$ cat config.mk
export PLATFORM = sky130hd
export DESIGN_NAME = sem_isqrt
export DESIGN_NICKNAME = d
export VERILOG_FILES = /design/src/rtl/sem_pkg.sv /design/src/rtl/sem_isqrt.sv
export SDC_FILE = /design/constraint.sdc
export NUM_CORES = 1
export LEC_CHECK = 0
export BUFFER_PORTS_ARGS = -buffer_cell sky130_fd_sc_hd__buf_2
export CORE_MARGIN = 3
export CORE_UTILIZATION = 46
export CTS_CLUSTER_DIAMETER = 50
export DETAILED_ROUTE_END_ITERATION = 8
export PLACE_DENSITY = 0.76
export SETUP_SLACK_MARGIN = 0.1
export SLEW_MARGIN = 10
export SYNTH_ARGS = -nofsm -noshare
export SYNTH_HDL_FRONTEND = slang
export SYNTH_SLANG_ARGS = --single-unit
$ cat constraint.sdc
create_clock -name clk -period 4.8 [get_ports clk]
set_clock_uncertainty 0.15 [all_clocks]
set_input_delay 0.72 -clock clk [delete_from_list [all_inputs] [get_ports clk]]
set_output_delay 0.72 -clock clk [all_outputs]
set_load 0.02 [all_outputs]
$ cat src/rtl/sem_pkg.sv
// ----------------------------------------------------------------------------
// Sobel edge magnitude - package
// Payload types, geometry limits and arithmetic constants.
// ----------------------------------------------------------------------------
package sem_pkg;

  localparam int MAX_WIDTH  = 2048;
  localparam int MAX_HEIGHT = 2048;
  localparam int DIM_W      = 12;
  localparam int COORD_W    = 11;
  localparam int STORE_AW   = $clog2(MAX_WIDTH);
  localparam int PIX_W      = 8;

  // register indexes
  localparam logic [1:0] REG_WIDTH  = 2'd0;
  localparam logic [1:0] REG_HEIGHT = 2'd1;
  localparam logic [1:0] REG_MODE   = 2'd2;

  // luma weights, sum scaled by 1000
  localparam int GRAY_R     = 299;
  localparam int GRAY_G     = 587;
  localparam int GRAY_B     = 114;
  localparam int GRAY_DIV   = 1000;
  localparam int RECIP_SH   = 20;
  localparam int GRAY_RECIP = (1 << RECIP_SH) / GRAY_DIV;
  localparam int SUM_W      = 18;

  // gradient and magnitude widths
  localparam int GRAD_W     = 11;
  localparam int SQ_W       = 21;
  localparam int ROOT_IN_W  = 16;
  localparam int ROOT_W     = 8;

  typedef struct packed {
    logic [PIX_W-1:0] first_channel;
    logic [PIX_W-1:0] second_channel;
    logic [PIX_W-1:0] third_channel;
  } pixel_t;

  typedef struct packed {
    logic [COORD_W-1:0] center_column;
    logic [COORD_W-1:0] center_row;
    logic [PIX_W-1:0]   edge_magnitude;
    logic               frame_done;
  } result_t;

endpackage

$ cat src/rtl/sem_isqrt.sv
// ----------------------------------------------------------------------------
// Sobel edge magnitude - integer square root
// Digit-by-digit floor square root of a 16-bit value, one result bit a cycle.
// ----------------------------------------------------------------------------
module sem_isqrt (
  input  logic                           clk,
  input  logic                           rst,
  input  logic                           start,
  input  logic [sem_pkg::ROOT_IN_W-1:0]  operand,
  output logic                           done,
  output logic [sem_pkg::ROOT_W-1:0]     root
);
  import sem_pkg::*;

  localparam int RES_W = ROOT_IN_W + 1;
  localparam int PRB_W = ROOT_IN_W - 1;

  logic               busy;
  logic [ROOT_IN_W-1:0] rem;
  logic [RES_W-1:0]   res;
  logic [PRB_W-1:0]   probe;
  logic [RES_W-1:0]   trial;

  assign trial = res + RES_W'(probe);
  assign root  = res[ROOT_W-1:0];

  always_ff @(posedge clk) begin
    if (rst) begin
      busy <= 1'b0;
      done <= 1'b0;
    end else begin
      done <= 1'b0;
      if (start) begin
        busy <= 1'b1;
      end else if (busy && probe == PRB_W'(1)) begin
        busy <= 1'b0;
        done <= 1'b1;
      end
    end
  end

  always_ff @(posedge clk) begin
    if (start) begin
      rem   <= operand;
      res   <= '0;
      probe <= {1'b1, {(PRB_W-1){1'b0}}};
    end else if (busy) begin
      probe <= probe >> 2;
      if (RES_W'(rem) >= trial) begin
        rem <= rem - trial[ROOT_IN_W-1:0];
        res <= (res >> 1) + RES_W'(probe);
      end else begin
        res <= res >> 1;
      end
    end
  end

endmodule

==> results of run 1 <==
==> metal layers <==
layer	track usage (%)	up-vias
li1	-	1518
met1	23.82	1423
met2	31.66	82
met3	3.412	16
met4	6.716	0
met5	0	-
==> cell type report <==
type	instances	area, sq um	area share (%)
multi-input combinational	322	2263	61.20
sequential	43	1022	27.64
timing repair buffer	29	150.1	4.060
tap	96	120.1	3.248
clock buffer	5	68.82	1.861
inverter	15	56.30	1.522
clock inverter	3	17.52	0.4736
==> sequential cells by signal, summed over array words and instances, names as in the netlist <==
name / count
probe: 8
busy: 1
done: 1
res: 17
rem: 16
==> where the power goes <==
group          switching, mW  leakage, nW  total, mW  internal [mW]
combinational          0.396         1.05      0.675          0.279
sequential            0.0493        0.381      0.504          0.454
clock                  0.143       0.0488      0.245          0.103
==> timing repair <==
action | 4_1_cts | 5_1_grt
endpoints found under the setup margin | 0 | 31
buffers inserted | 0 | 0
gates resized for setup | 0 | 4
==> worst max-delay path, cell delays in order, from the launching register on <==
cell and delay (ns):
dfxtp_2 0.37, ha_1 0.35, a31oi_2 0.24, o21bai_1 0.15, a31o_2 0.29, a31oi_2 0.27
inv_1 0.07, a31oi_1 0.19, xor2_1 0.19, ha_1 0.31, o21ai_1 0.21, a21oi_2 0.07
a311o_1 0.41, a21o_1 0.24, o21ai_1 0.18, buf_4 0.20, nor4_1 0.07, a311o_1 0.32
==> cells by family after synthesis <==
group           count (synthesis)
fa+ha+maj                      35
buf+inv                        38
simple gates                  117
mux                            12
flops                          43
xor+xnor                       31
compound gates                127
==> metrics by stage <==
| stage | setup WS (ns) | hold slack (ns) |
|---|---|---|
| 2_1_floorplan | 0.2983 | 0.3295 |
| 3_3_place_gp | 0.5026 | 0.3470 |
| 3_5_place_dp | 0.2911 | 0.3585 |
| 4_1_cts | 0.2497 | 0.3733 |
| 5_1_grt | 0.09213 | 0.4114 |
| 6_report | 0.4264 | 0.3716 |
==> worst min-delay path by stage <==
stage / to / start
floorplan: res[0]$_SDFFE_PP0P_ / res[0]$_SDFFE_PP0P_
global placement: res[0]$_SDFFE_PP0P_ / res[0]$_SDFFE_PP0P_
detailed placement: res[0]$_SDFFE_PP0P_ / res[0]$_SDFFE_PP0P_
CTS: res[0]$_SDFFE_PP0P_ / res[0]$_SDFFE_PP0P_
global route: res[0]$_SDFFE_PP0P_ / res[0]$_SDFFE_PP0P_
finish: res[0]$_SDFFE_PP0P_ / res[0]$_SDFFE_PP0P_
==> cell usage in the layout, fill, tap and decap left out, drive strengths merged, types with 6 or more instances in the layout <==
| cell | n |
|---|---|
| nand3 | 11 |
| buf | 29 |
| nor2 | 31 |
| nand2 | 42 |
| xnor2 | 17 |
| xor2 | 14 |
| edfxtp | 16 |
| dfxtp | 27 |
| mux2i | 11 |
| a31oi | 13 |
| inv | 17 |
| ha | 34 |
| a21oi | 25 |
| nor4 | 6 |
| o21ai | 36 |
==> metrics.txt, run 1 <==
Peak VDD IR=~160 uV; ANT nets after route=0; Compound-Gate Fraction of Synth Area=24.94%; leakage=1.484 nW; cell taking the most area after synthesis=dfxtp_1; Placed Cells=505; Post-synth EDFFs=16; synthesis-to-finish area growth=7.140%; FF+latch count, synth=43; Hold Path Class=reg2reg; # IOs=28; Post-route DRC=0; MaxCap Viol Count=0; core area=7019 sq um; crit path max fanout=11; r2r startpoint=res[2]$_SDFFE_PP0P_; Hold Fails Final Rpt=0; first-pass GRT wire length=13,170 um; WP data arrival=4.42 ns; Final Power=~1.4 mW; total grt overflow=0; register area share after synthesis=29.58%; Iter 0 DRT Violations=slightly above 200; CP required=4.85 ns; worst setup path class=reg2reg; Clock Root Buffer=clkbuf_8; DR WL met3=slightly below 400 um; WL met2=3731 um; DR pass1 iterations=5; uppermost layer routed=met4; Worst R2R Path Depth=17; post-route design area=3699 sq um; die width=92.63 um; Post-Place Cell Area=3595 sq um; Yosys Warn Count=0; pin count of the biggest net entering global routing=56; CTS tree=done; number of fill cells in the layout=663; CP endpoint=res[7]$_SDFFE_PP0P_; H-tree depth=2; Via density=5.924; setup TNS=0 ns; worst skew pair latency=0.31 ns; Post-Syn Area=3452 sq um; crit end category=flip-flop; status=completed; FFs w/ async S/R, synth=0%; global-route usage over all layers=18.71%; achievable frequency=roughly 230 MHz; crit start category=flip-flop; final setup vio count=0; GP Congestion=0.8819; share of layout cells above drive strength 1=11.51%; worst hold path depth=2; worst slew pin tran=0.8956 ns; RSZ-0062 raised after global routing=yes; Synth Area in Simple Gates=~16%; vias in the first global route=2,877; synth top area cells=dfxtp_1 (16%), edfxtp_1 (14%), ha_1 (12%); pwr/cell area=384.9 nW/um^2; TritonCTS buffer count=5; Layout Nets=470; Final Critical Period=4.374 ns; reg2reg end=res[7]$_SDFFE_PP0P_; top-area cell type share of the netlist area=15.66%; mux contribution to synthesized area=3.516%; Synth Instances=403; Post-DP HPWL=5844 um; count leader, synth=nand2_1; Mapped Nets=457; WL met1=3614 um; fin crit share=about nine tenths; overall routed net length=7896 um; fin util=52.69%; Final Max Slew Viols=0; antenna cell count=0; initial antenna violation count=0; Synth Area in Adders=12.90%; Routed WL per cell=~15 um; Final Non-Filler Cells=513; largest family of logic cells by synthesized area=compound AO/OA/AOI/OAI gates; Clock Sinks=43; DIE HEIGHT=92.63 um; post-synthesis cell type count=57; Max transition margin=between 40% and 50%; FF-to-FF setup slack=about 0.43 ns; Buffers on Ports=27; CTS clk-pin slew, worst paths=0.09 ns; via count=around 3,000; Critical Path Start=res[2]$_SDFFE_PP0P_; Initial Util=49.18%; ys flop type=dfxtp_1; most frequent cells after synthesis=nand2_1 (42), ha_1 (34), o21ai_0 (32), nor2_1 (31), dfxtp_1 (27); post-synthesis xor/xnor area fraction=8.083%; Max Buffers Root-to-Sink=2; die area=8580 sq um; # hold bufs at CTS=0; average size of a mapped cell=8.566 sq um; row cnt=30
Power figures use the tool's default switching activity.
==> inputs of run 2 (changes only) <==
==> constraint.sdc (replaced) <==
create_clock -name clk -period 4.8 [get_ports clk]
set_clock_uncertainty 0.15 [all_clocks]
set_input_delay 0.96 -clock clk [delete_from_list [all_inputs] [get_ports clk]]
set_output_delay 0.96 -clock clk [all_outputs]
set_load 0.02 [all_outputs]
==> run 2 against run 1 <==
Critical path depth is the same. Worst hold slack lost 0.00050 ns. Largest power group unchanged. Sequential share of layout area is essentially flat. Combinational power is essentially flat.
==> metrics.txt, run 2 (synthesized netlist as in run 1, its figures left out) <==
die area=about 8600 sq um; fin crit share=91.54%; Post-CTS Setup Bufs=0; TritonCTS buffer count=5; synthesis-to-finish area growth=7.285%; GP Congestion=just under 0.9; Peak VDD IR=~200 uV; Final Max Slew Viols=0; Clock Root Buffer=clkbuf_8; Hold Path Class=reg2reg; Final Critical Period=4.394 ns; number of fill cells in the layout=roughly 670; Largest regs=res x17, rem x16, probe x8; crit start category=flip-flop; # hold bufs at CTS=0; most frequent cells in the layout=nand2_1 (42), ha_1 (34), o21ai_0 (31), nor2_1 (31), buf_2 (27); Comb pwr share=a little under half; r2r startpoint=probe[2]$_SDFFE_PP0P_; Initial Util=between 40 and 50%; Post-route DRC=0; core area=7019 sq um; Iter 0 DRT Violations=171; Layout Nets=471; leakage=1.486 nW; Final Power=1.422 mW; total grt overflow=0; DIE HEIGHT=~90 um; sw frac=41.22%; Max transition margin=43.01%; CP required=4.85 ns; WP data arrival=4.44 ns; Critical Path Start=probe[2]$_SDFFE_PP0P_; Via density=5.887; vias in the first global route=2,824; setup TNS=0 ns; die width=92.63 um; Clock Sinks=43; MaxCap Viol Count=0; sw power=586.2 uW; pin count of the biggest net entering global routing=46; # IOs=28; initial antenna violation count=0; power share of the clock group=17.1%; Worst R2R Path Depth=17; crit end category=flip-flop; antenna cell count=0; overall routed net length=7902 um; pwr/cell area=384.0 nW/um^2; Sequential Power Share=around 35%; largest incremental delay on the critical path=between 0.4 and 0.5 ns; final setup vio count=0; Largest register FFs=17; slowest stage cell on the critical path=dfxtp_1; commonest non-fill, non-tap cell in the layout=nand2_1; achievable frequency=227.6 MHz; PostCTS Resize Cnt=0; via count=3,026; Max Buffers Root-to-Sink=2; share of layout cells above drive strength 1=a little under an eighth; Largest Register=res; worst setup path class=reg2reg; crit path max fanout=11; Post-DP HPWL=5968 um; H-tree depth=2; P_int=835.9 uW; CP endpoint=res[9]$_SDFFE_PP0P_; row cnt=30; worst path cell trace=ha_1 -> a31oi_2 -> o21bai_1 -> a31o_2 -> a31oi_2 -> inv_1 -> a31oi_1 -> xor2_1 -> ha_1 -> o21ai_1 -> a21oi_2 -> a311o_1 -> a21o_1 -> o21ai_1 -> buf_4 -> nor4_1 -> a311o_1; status=completed; global-route usage over all layers=between 10% and 20%; DR pass1 iterations=5; Hold Fails Final Rpt=0; worst skew pair latency=0.31 ns; ANT nets after route=0; RSZ-0062 raised after global routing=yes; CTS tree=done; reg2reg end=res[9]$_SDFFE_PP0P_; first-pass GRT wire length=13,090 um; multi-input logic area=roughly 2300 sq um; Routed WL per cell=15.37 um; FF-to-FF setup slack=0.41 ns; Buffers on Ports=27; CTS clk-pin slew, worst paths=0.09 ns; worst slew pin tran=0.8517 ns; Sequential Area=1022 sq um
[run 2: metal layers]
| layer | vias to the layer above | GRT usage, % | share of wire [%] |
|---|---|---|---|
| met2 | 77 | 30.69 | 47 |
| met4 | 0 | 7.814 | 1.5 |
| met3 | 11 | 2.600 | 4.2 |
| li1 | 1526 | - | - |
| met1 | 1412 | 24.57 | 47 |
| met5 | - | 0 | 0 |
[run 2: cell type report]
cell class	count	share of cell area [%]
clock inverter	2	0.3041
timing repair buffer	30	4.257
inverter	15	1.520
tap	96	3.243
multi-input combinational	322	61.11
clock buffer	6	1.959
sequential	43	27.60
[run 2: power by group through the flow]
stage / clock network [mW] / logic (mW) / registers [mW]
2_1_floorplan: 0 / 0.542 / 0.487
3_3_place_gp: 0 / 0.644 / 0.510
3_5_place_dp: 0 / 0.663 / 0.511
4_1_cts: 0.250 / 0.668 / 0.503
5_1_grt: 0.259 / 0.762 / 0.511
6_report: 0.243 / 0.676 / 0.503
[run 2: critical path, delay by kind of cell, from the launching register on]
family / cells / cell delay (ns)
AOI/OAI and AO/OA: 11 / 2.57
xor gates and xnor gates: 1 / 0.20
adders and majority gates: 2 / 0.62
buffers and inverters: 2 / 0.26
DFF: 1 / 0.41
and+or+nand+nor: 1 / 0.07
[run 2: how the worst min path moves through the flow]
stage	start	endpoint	slack, ns	depth (start not counted)
after floorplan	res[0]$_SDFFE_PP0P_	res[0]$_SDFFE_PP0P_	0.33	2
after global placement	res[0]$_SDFFE_PP0P_	res[0]$_SDFFE_PP0P_	0.35	2
after detailed placement	res[0]$_SDFFE_PP0P_	res[0]$_SDFFE_PP0P_	0.36	2
after CTS	res[0]$_SDFFE_PP0P_	res[0]$_SDFFE_PP0P_	0.38	2
after global routing	res[0]$_SDFFE_PP0P_	res[0]$_SDFFE_PP0P_	0.38	2
final	res[0]$_SDFFE_PP0P_	res[0]$_SDFFE_PP0P_	0.37	2
[run 2: per-stage QoR]
stage	instance area [sq um]	std cells	hold WS [ns]	setup slack, ns	utilization (%)
6_report	3704	514	0.3711	0.4059	52.76
5_1_grt	3704	514	0.3834	0.06718	52.76
3_5_place_dp	3602	506	0.3590	0.3039	51.32
3_3_place_gp	3602	506	0.3464	0.5025	51.32
4_1_cts	3686	514	0.3752	0.2853	52.51
2_1_floorplan	3452	403	0.3295	0.2983	-
